### src/rtl/sparse_coordinate_store_core_defines.svh
// Assertion helpers shared by the RTL
`ifndef SPARSE_COORDINATE_STORE_CORE_DEFINES_SVH
`define SPARSE_COORDINATE_STORE_CORE_DEFINES_SVH

// Same-cycle implication, sampled on i_clk, off during reset
`define SCS_ASSERT_NOW(label, ante, cons, msg) \
    label: assert property (@(posedge i_clk) disable iff (!i_rst_n) (ante) |-> (cons)) \
        else $error(msg);

// Next-cycle implication, sampled on i_clk, off during reset
`define SCS_ASSERT_NEXT(label, ante, cons, msg) \
    label: assert property (@(posedge i_clk) disable iff (!i_rst_n) (ante) |=> (cons)) \
        else $error(msg);

`endif

### src/rtl/scs_pkg.sv
package scs_pkg;

    // Defaults for the top-level parameters
    localparam int DEPTH_DEF   = 64;
    localparam int COORD_W_DEF = 16;

    // Fixed field widths
    localparam int ROW_W    = 16;
    localparam int COL_W    = 16;
    localparam int VAL_W    = 64;
    localparam int STATUS_W = 3;
    localparam int CAP_W    = 7;

    // Stream packing
    localparam int ROW_LSB     = 0;
    localparam int COL_LSB     = ROW_LSB + ROW_W;
    localparam int VAL_LSB     = COL_LSB + COL_W;
    localparam int IN_TDATA_W  = VAL_LSB + VAL_W;
    localparam int OUT_PAD_W   = 5;
    localparam int OUT_TDATA_W = VAL_W + STATUS_W + OUT_PAD_W;

    localparam logic [CAP_W-1:0] CAP_RESET = 7'd64;

    // Command codes
    localparam logic CMD_GET = 1'b0;
    localparam logic CMD_SET = 1'b1;

    // Status codes
    localparam logic [STATUS_W-1:0] STS_HIT       = 3'd0;
    localparam logic [STATUS_W-1:0] STS_INSERTED  = 3'd1;
    localparam logic [STATUS_W-1:0] STS_NOT_FOUND = 3'd2;
    localparam logic [STATUS_W-1:0] STS_FULL      = 3'd3;
    localparam logic [STATUS_W-1:0] STS_RESERVED  = 3'd4;

    // Controller states
    typedef enum logic [1:0] {
        ST_IDLE,
        ST_SCAN,
        ST_DONE
    } t_state;

    // Controller to datapath
    typedef struct packed {
        logic load;     // capture request, set up scan
        logic scan;     // issue next slot read, compare previous
        logic hit;      // key matched: take value or update slot
        logic miss;     // scan exhausted: not found, insert or full
        logic emit;     // move result into output register
    } t_dp_cmd;

    // Datapath to controller
    typedef struct packed {
        logic reserved;   // incoming key is (0,0)
        logic match;      // slot under compare holds the key
        logic exhausted;  // no slot left to compare
        logic out_free;   // output register can take a result
    } t_dp_sts;

endpackage

### src/rtl/scs_ctrl.sv
module scs_ctrl (
    input  logic             i_clk,
    input  logic             i_rst_n,
    input  logic             i_req_valid,
    output logic             o_req_ready,
    input  scs_pkg::t_dp_sts i_sts,
    output scs_pkg::t_dp_cmd o_cmd
);

    import scs_pkg::*;

    t_state r_state;
    t_state n_state;

    // State register
    always_ff @(posedge i_clk) begin
        if (!i_rst_n) begin
            r_state <= ST_IDLE;
        end else begin
            r_state <= n_state;
        end
    end

    // Next state
    always_comb begin
        n_state = r_state;
        unique case (r_state)
            ST_IDLE: begin
                if (i_req_valid) begin
                    n_state = i_sts.reserved ? ST_DONE : ST_SCAN;
                end
            end
            ST_SCAN: begin
                if (i_sts.match || i_sts.exhausted) begin
                    n_state = ST_DONE;
                end
            end
            ST_DONE: begin
                if (i_sts.out_free) begin
                    n_state = ST_IDLE;
                end
            end
            default: n_state = ST_IDLE;
        endcase
    end

    // Outputs
    always_comb begin
        o_cmd       = '0;
        o_req_ready = 1'b0;
        unique case (r_state)
            ST_IDLE: begin
                o_req_ready = 1'b1;
                o_cmd.load  = i_req_valid;
            end
            ST_SCAN: begin
                o_cmd.scan = 1'b1;
                o_cmd.hit  = i_sts.match;
                o_cmd.miss = !i_sts.match && i_sts.exhausted;
            end
            ST_DONE: begin
                o_cmd.emit = i_sts.out_free;
            end
            default: o_cmd = '0;
        endcase
    end

endmodule

### config.mk
export PLATFORM = sky130hd
export DESIGN_NAME = scs_ctrl
export DESIGN_NICKNAME = d
export VERILOG_FILES = /design/src/rtl/sparse_coordinate_store_core_defines.svh /design/src/rtl/scs_pkg.sv /design/src/rtl/scs_ctrl.sv
export SDC_FILE = /design/constraint.sdc
export NUM_CORES = 1
export LEC_CHECK = 0
export ABC_AREA = 1
export ABC_CLOCK_PERIOD_IN_PS = 1200
export BUFFER_PORTS_ARGS = -buffer_cell sky130_fd_sc_hd__buf_4
export CAP_MARGIN = 30
export CORE_AREA = 2 2 39 41
export DETAILED_ROUTE_END_ITERATION = 7
export DIE_AREA = 0 0 41 43
export PLACE_DENSITY = 0.42
export SLEW_MARGIN = 20
export SYNTH_ARGS = -nofsm -noshare
export SYNTH_HDL_FRONTEND = slang
export SYNTH_SLANG_ARGS = --single-unit
### constraint.sdc
create_clock -name i_clk -period 1.2 [get_ports i_clk]
set_input_delay 0.06 -clock i_clk [delete_from_list [all_inputs] [get_ports i_clk]]
set_output_delay 0.06 -clock i_clk [all_outputs]
set_load 0.02 [all_outputs]
==> results.sh, run 1 <==
export IMPL_worstSkewPairLatency_ps=220
export IMPL_yosysWarnings=0
export IMPL_hpwl_um=326
export IMPL_hold_viol=0
export IMPL_synth_top_area_share=0.267
export IMPL_grt_pass1_vias=187
export IMPL_path_max_fanout=4
export IMPL_cts_resized=0
export IMPL_finalNetCount=51
export IMPL_drive_gt1_frac=0.476
export IMPL_crit_chain="inv_2, nor2_2, inv_1, nor2_1, buf_4"
export IMPL_vias_per_cell=3.47
export IMPL_avgSynthCellArea_um2=5.56
export IMPL_cts_buffers=3
export IMPL_finalCritPeriodShare=0.913
export IMPL_tightestPinTransition_ps=186
export IMPL_postRouteAntennaNets=0
export IMPL_ys_top_cells_by_area="dfxtp_1 (27%), nor2_1 (25%), inv_1 (13%), a21boi_2 (7.5%), nand2_1 (7.5%)"
export IMPL_synth_cells=27
export IMPL_cap_violations=0
export IMPL_setup_worst_path_start_class="flip-flop"
export IMPL_slowest_delay_ps=340
export IMPL_n_antenna_cell=0
export IMPL_rsz0062_at_grt="false"
export IMPL_regMostFlops="r_state"
export IMPL_regArea_um2=41.3
export IMPL_portBuffers=12
export IMPL_post_cts_buffers=0
export IMPL_grt_pass1_wl_um=545
export IMPL_largestRegisters="r_state: 2 flops"
export IMPL_min_path_type="in -> reg"
export IMPL_skew_ps=0.957
export IMPL_htree_num_levels=1
export IMPL_dieArea_um2=1760
export IMPL_place_congestion=0.688
export IMPL_ys_seq_area_frac=0.267
export IMPL_grt_overflow=0
export IMPL_grt_max_degree=6
export IMPL_ioPinCount=13
export IMPL_slew_viol_final=0
export IMPL_final_fill_count=167
export IMPL_multi_input_area_um2=87.6
export IMPL_initialDrtViolationCount=3
export IMPL_arrival_ps=1040
export IMPL_fin_setup_tns_ps=0
export IMPL_use_met2=0.0750
export IMPL_path_clk_slew_ps=30
export IMPL_ctsHoldBuffers=0
export IMPL_power_leakage_nw=0.153
export IMPL_clockRootBuffer="clkbuf_4"
export IMPL_cts_sinks=2
export IMPL_vias=201
export IMPL_worstPathRequired_ps=1140
export IMPL_grt_busiest_layer="met2"
export IMPL_drc=0
export IMPL_end_kind="output pin"
export IMPL_die_w_um=41
export IMPL_grt_usage=0.0481
export IMPL_preCtsSetupSlack_ps=283
export IMPL_core_um2=1380
export IMPL_status="completed"
export IMPL_fmax_mhz=913
export IMPL_largest_register_ffs=2
export IMPL_wl_per_cell_um=6.43
export IMPL_initial_core_util=0.108
export IMPL_grt_use_met1=0.0383
export IMPL_firstDrtPassIters=3
export IMPL_syn_area_um2=150
export IMPL_period_minus_slack_ps=1100
export IMPL_yosys_area_top_type="dfxtp_1"
export IMPL_critPathKind="reg -> out"
export IMPL_die_height_um=43
export IMPL_setup_violations=0
export IMPL_p_per_area_nw_per_um2=1080
export IMPL_yosys_cell_types_count=10
export IMPL_peakVddDrop_v=0.000207
export IMPL_cp_slowest_cell="dfxtp_2"
export IMPL_worst_slack_ps=105
export IMPL_clock_path_buffers=2
export IMPL_yosys_register_bits=2
export IMPL_met3_usage=0.0157
export IMPL_relSlewSlack=0.875
export IMPL_antenna_found_initial=0
export IMPL_syn_num_nets=34
export IMPL_rows=14
export IMPL_wl_um=373
export IMPL_synthToLayoutAreaGrowth_pct=89.2
export IMPL_cts_tree="built"
[power by group]
part           internal (mW)  switching (mW)
clock network          0.110          0.0368
logic                 0.0394          0.0422
registers             0.0720         0.00538
[layout make-up]
class | count | share of cell area
timing repair buffer | 12 | 0.317
multi-input combinational | 19 | 0.308
sequential | 2 | 0.145
clock buffer | 3 | 0.0793
inverter | 6 | 0.0793
tap | 16 | 0.0705
[per-layer routing]
metal | wire length, um | share of wire
met1 | 125 | 0.34
met2 | 211 | 0.57
met3 | 36 | 0.097
met4 | 0 | 0
met5 | 0 | 0
[critical path, delay by kind of cell (launching register included)]
kind	cells	cell delay (ps)
buf+inv	3	260
flops	1	340
simple gates	2	220
[synthesized netlist by cell type]
master	n
nor2_1	10
inv_1	5
nand2_1	3
dfxtp_1	2
nand3_1	2
a21boi_2	1
inv_2	1
nand2_2	1
nor2_2	1
nor3_1	1
[final timing paths]
check	startpoint	end	slack (ps)	depth (start not counted)
worst min-delay path	i_rst_n	r_state[0]$_SDFFE_PN0P_	80	2
worst max register to register	r_state[1]$_SDFFE_PN0P_	r_state[0]$_SDFFE_PN0P_	380	3
worst max-delay path	r_state[0]$_SDFFE_PN0P_	o_cmd[1]	100	5
worst min register to register	r_state[0]$_SDFFE_PN0P_	r_state[0]$_SDFFE_PN0P_	570	4
[placed cells by master, fill, tap and decap left out]
cell,instances
dfxtp_1,1
inv_1,5
buf_4,12
nor2_1,10
nand3_1,2
nor3_1,1
dfxtp_2,1
nor2_2,1
nand2_1,3
a21boi_2,1
inv_2,1
nand2_2,1
clkbuf_4,3
[cell families after synthesis]
group,count (synthesis),share of synthesized area
and+or+nand+nor,18,0.508
buffers and inverters,6,0.150
DFF,2,0.267
AOI/OAI and AO/OA,1,0.0750
[stage by stage]
| stage | cells | total power [mW] | utilization | hold WS [ps] | instance area, um^2 |
|---|---|---|---|---|---|
| 2_1_floorplan | 27 | 0.122 | - | 198 | 150 |
| 3_3_place_gp | 55 | 0.162 | 0.188 | 314 | 260 |
| 3_5_place_dp | 55 | 0.161 | 0.188 | 313 | 260 |
| 4_1_cts | 58 | 0.319 | 0.204 | 76.9 | 283 |
| 5_1_grt | 58 | 0.332 | 0.205 | 89.0 | 284 |
| 6_report | 58 | 0.306 | 0.205 | 84.3 | 284 |
Power figures use the tool's default switching activity.
==> run 2: changes to the inputs <==
==> constraint.sdc (replaced) <==
create_clock -name i_clk -period 1.2 [get_ports i_clk]
set_input_delay 0.12 -clock i_clk [delete_from_list [all_inputs] [get_ports i_clk]]
set_output_delay 0.12 -clock i_clk [all_outputs]
set_load 0.02 [all_outputs]
==> run 2 against run 1 <==
Critical path depth unchanged. Critical endpoint unchanged. Largest cell class is now multi-input gates. Combinational power up 2%. Critical path type unchanged. Die area unchanged. Sequential cell count unchanged. Setup slack worse by 23 ps. Maximum frequency down 2.1%. Sequential power about the same. First-iteration DRC count unchanged.
==> results.sh, run 2 (synthesized netlist as in run 1, its figures left out) <==
export IMPL_grt_overflow=0
export IMPL_grt_pass1_vias=187
export IMPL_placed_cells=55
export IMPL_die_w_um=41
export IMPL_design_power_total_uw=307
export IMPL_regArea_um2=45.0
export IMPL_grt_max_degree=6
export IMPL_initial_core_util=0.108
export IMPL_rows=14
export IMPL_crit_chain="inv_2, nor2_4, inv_1, nor2_1, buf_4"
export IMPL_drive_gt1_frac=0.500
export IMPL_slowest_delay_ps=340
export IMPL_worstPathRequired_ps=1080
export IMPL_cts_tree="built"
export IMPL_setup_violations=0
export IMPL_vias=202
export IMPL_grt_usage=0.0481
export IMPL_clockRootBuffer="clkbuf_4"
export IMPL_multi_input_area_um2=92.6
export IMPL_finalNetCount=51
export IMPL_wl_um=371
export IMPL_portBuffers=12
export IMPL_ioPinCount=13
export IMPL_cap_violations=0
export IMPL_grt_busiest_layer="met2"
export IMPL_tightestPinTransition_ps=186
export IMPL_p_per_area_nw_per_um2=1050
export IMPL_r2r_setup_slack_ps=380
export IMPL_postRouteAntennaNets=0
export IMPL_clock_path_buffers=2
export IMPL_power_leakage_nw=0.154
export IMPL_final_core_util=0.212
export IMPL_setup_worst_path_start_class="flip-flop"
export IMPL_arrival_ps=1000
export IMPL_regMostFlops="r_state"
export IMPL_core_um2=1380
export IMPL_cts_sinks=2
export IMPL_met3_usage=0.0157
export IMPL_relSlewSlack=0.876
export IMPL_place_congestion=0.688
export IMPL_cp_slowest_cell="dfxtp_4"
export IMPL_fmax_mhz=894
export IMPL_worstSkewPairLatency_ps=220
export IMPL_end_kind="output pin"
export IMPL_vias_per_cell=3.48
export IMPL_slew_viol_final=0
export IMPL_rsz0062_at_grt="false"
export IMPL_path_delay_family="flip-flops"
export IMPL_path_clk_slew_ps=30
export IMPL_place_area_um2=260
export IMPL_fin_setup_tns_ps=0
export IMPL_dieArea_um2=1760
export IMPL_worst_slack_ps=81.4
export IMPL_hold_viol=0
export IMPL_use_met2=0.0750
export IMPL_path_max_fanout=4
export IMPL_htree_num_levels=1
export IMPL_firstDrtPassIters=2
export IMPL_largestRegisters="r_state: 2 flops"
export IMPL_ctsHoldBuffers=0
export IMPL_skew_ps=1.05
export IMPL_grt_pass1_wl_um=545
export IMPL_preCtsSetupSlack_ps=223
export IMPL_period_minus_slack_ps=1120
export IMPL_grt_use_met1=0.0383
export IMPL_fin_worst_hold_slack_ps=143
export IMPL_die_height_um=43
export IMPL_peakVddDrop_v=0.000207
export IMPL_layout_commonest_cell="buf_4"
export IMPL_final_cells=58
export IMPL_fin_area_um2=293
export IMPL_finalCritPeriodShare=0.932
export IMPL_layout_common_cells="buf_4 (12), nor2_1 (10), inv_1 (5)"
export IMPL_n_antenna_cell=0
export IMPL_drc=0
export IMPL_status="completed"
export IMPL_min_path_type="in -> reg"
export IMPL_wl_per_cell_um=6.40
export IMPL_antenna_found_initial=0
export IMPL_initialDrtViolationCount=3
export IMPL_hpwl_um=326
export IMPL_synthToLayoutAreaGrowth_pct=95.0
export IMPL_critPathKind="reg -> out"
export IMPL_final_fill_count=167
export IMPL_cts_buffers=3
export IMPL_largest_register_ffs=2
export IMPL_cp_num_buf_inv=3
run 2: cell counts in the layout (fill, tap and decap cells not counted):
No cell type changed its count.
run 2: timing repair:
action / CTS / global route
buffers inserted: 0 / 0
setup endpoints to repair: 2 / 2
gates resized for setup: 1 / 3
run 2: final cells by class:
type                            instances  area share
Clock buffer                            3      0.0769
Inverter                                6      0.0769
Multi-Input combinational cell         19       0.316
Sequential cell                         2       0.154
Tap cell                               16      0.0684
Timing Repair Buffer                   12       0.308
run 2: path summary, 6_finish.rpt:
check / startpoint / end / cells after the start
hold reg to reg: r_state[1]$_SDFFE_PN0P_ / r_state[0]$_SDFFE_PN0P_ / 3
setup reg to reg: r_state[0]$_SDFFE_PN0P_ / r_state[0]$_SDFFE_PN0P_ / 3
hold / removal: i_rst_n / r_state[0]$_SDFFE_PN0P_ / 2
setup / recovery: r_state[0]$_SDFFE_PN0P_ / o_cmd[1] / 5
run 2: per-layer routing:
layer  part of all wire  routed length (um)
met1               0.33                 124
met2               0.57                 210
met3              0.097                  36
met4                  0                   0
met5                  0                   0
run 2: where the power goes:
group	leakage, nW	internal (mW)	switching, mW
clock	0.0138	0.110	0.0367
sequential	0.0175	0.0713	0.00629
combinational	0.123	0.0401	0.0428
==> run 3: changes to the inputs <==
==> constraint.sdc (replaced) <==
create_clock -name i_clk -period 1.2 [get_ports i_clk]
set_input_delay 0.12 -clock i_clk [delete_from_list [all_inputs] [get_ports i_clk]]
set_output_delay 0.12 -clock i_clk [all_outputs]
set_load 0.05 [all_outputs]
==> run 3 against run 2 <==
Sequential power is 4.4% higher. Cell area is 17% higher. Clock skew is 0.51 ps lower. Setup slack worse by 48 ps. Routed wire length is 23% higher. Highest routed layer unchanged.
==> results.sh, run 3 (synthesized netlist as in run 1, its figures left out) <==
export IMPL_slew_viol_final=0
export IMPL_firstDrtPassIters=2
export IMPL_finalNetCount=53
export IMPL_period_minus_slack_ps=1170
export IMPL_min_path_type="in -> reg"
export IMPL_ioPinCount=13
export IMPL_pwr_share_comb=0.364
export IMPL_worstPathRequired_ps=1080
export IMPL_p_per_area_nw_per_um2=1050
export IMPL_clock_power_share=0.412
export IMPL_worstSkewPairLatency_ps=220
export IMPL_cts_buffers=3
export IMPL_rsz0062_at_grt="true"
export IMPL_tightestPinTransition_ps=166
export IMPL_htree_num_levels=1
export IMPL_grt_pass1_wl_um=627
export IMPL_grt_overflow=0
export IMPL_status="completed"
export IMPL_initialDrtViolationCount=5
export IMPL_cap_violations=0
export IMPL_clockRootBuffer="clkbuf_4"
export IMPL_cts_sinks=2
export IMPL_regMostFlops="r_state"
export IMPL_core_um2=1380
export IMPL_setup_worst_path_start_class="flip-flop"
export IMPL_worst_slack_ps=33.0
export IMPL_drc=0
export IMPL_relSlewSlack=0.890
export IMPL_intPower_uw=235
export IMPL_largestRegisters="r_state: 2 flops"
export IMPL_design_power_total_uw=362
export IMPL_die_w_um=41
export IMPL_fin_worst_hold_slack_ps=140
export IMPL_ctsHoldBuffers=0
export IMPL_wl_um=458
export IMPL_preCtsSetupSlack_ps=127
export IMPL_end_kind="output pin"
export IMPL_path_clk_slew_ps=30
export IMPL_cts_tree="built"
export IMPL_rows=14
export IMPL_initial_core_util=0.108
export IMPL_n_antenna_cell=0
export IMPL_layout_common_cells="buf_4 (11), nor2_1 (6), inv_1 (4)"
export IMPL_swShare=0.351
export IMPL_drt_met1_wl_um=162
export IMPL_route_met3_wl_um=49
export IMPL_top_layer_used="met3"
export IMPL_seq_power_share=0.224
export IMPL_portBuffers=12
export IMPL_crit_chain="inv_2, nor2_4, inv_2, nor2_4, buf_6"
export IMPL_fmax_mhz=857
export IMPL_antenna_found_initial=0
export IMPL_path_max_fanout=4
export IMPL_peakVddDrop_v=0.000440
export IMPL_drive_gt1_frac=0.659
export IMPL_setup_violations=0
export IMPL_wl_per_cell_um=7.63
export IMPL_slowest_delay_ps=340
export IMPL_grt_max_degree=6
export IMPL_die_height_um=43
export IMPL_vias=206
export IMPL_dieArea_um2=1760
export IMPL_hold_viol=0
export IMPL_place_congestion=0.716
export IMPL_arrival_ps=1050
export IMPL_cp_slowest_cell="dfxtp_2"
export IMPL_largest_register_ffs=2
export IMPL_wl_met2_um=246
export IMPL_critPathKind="reg -> out"
export IMPL_skew_ps=0.538
export IMPL_grt_usage=0.0581
export IMPL_vias_per_cell=3.43
export IMPL_switchingPower_uw=127
export IMPL_clock_path_buffers=2
export IMPL_finalCritPeriodShare=0.973
export IMPL_postRouteAntennaNets=0
export IMPL_synthToLayoutAreaGrowth_pct=128
export IMPL_layout_commonest_cell="buf_4"
export IMPL_power_leakage_nw=0.169
export IMPL_grt_pass1_vias=188
export IMPL_hpwl_um=367
export IMPL_fin_setup_tns_ps=0
## run 3: path summary, 6_finish.rpt
check,start,endpoint,slack [ps],cells past startpoint
setup / recovery,r_state[0]$_SDFFE_PN0P_,o_cmd[2],30,5
hold reg to reg,r_state[0]$_SDFFE_PN0P_,r_state[0]$_SDFFE_PN0P_,590,4
hold / removal,i_rst_n,r_state[0]$_SDFFE_PN0P_,140,2
setup reg to reg,r_state[0]$_SDFFE_PN0P_,r_state[1]$_SDFFE_PN0P_,280,5
## run 3: through the flow
stage	util	cells	instance area (um^2)
5_1_grt	0.248	60	343
3_5_place_dp	0.206	55	285
6_report	0.248	60	343
3_3_place_gp	0.206	55	285
2_1_floorplan	-	27	175
4_1_cts	0.238	59	329
## run 3: layout make-up
type                            count  area, um^2
Multi-Input combinational cell     19         119
Tap cell                           16        20.0
Sequential cell                     2        42.5
Inverter                            6        22.5
Timing Repair Buffer               14         116
Clock buffer                        3        22.5
Fill cell                         169        1040
## run 3: timing repair
action / in CTS / in global routing
hold endpoints to repair: 0 / 0
setup buffers: 1 / 1
endpoints found under the setup margin: 3 / 3
pin swaps: 1 / 0
gates resized for setup: 5 / 1
## run 3: worst max-delay path, delay by kind of cell, from the launching register on
kind          cells  cell delay, ps
simple gates      2             210
flops             1             340
buf+inv           3             280
## run 3: layer usage
metal | up-vias | global-route usage
met5 | - | 0
met4 | 0 | 0.0600
met3 | 0 | 0.0314
met2 | 8 | 0.0844
met1 | 85 | 0.0511
li1 | 113 | -
## run 3: power by group through the flow
stage / combinational (mW) / clock (mW) / sequential, mW
after global placement: 0.120 / 0 / 0.0802
after CTS: 0.127 / 0.159 / 0.0801
after global routing: 0.141 / 0.169 / 0.0815
after detailed placement: 0.121 / 0 / 0.0804
after floorplan: 0.0803 / 0 / 0.0794
final: 0.132 / 0.149 / 0.0810
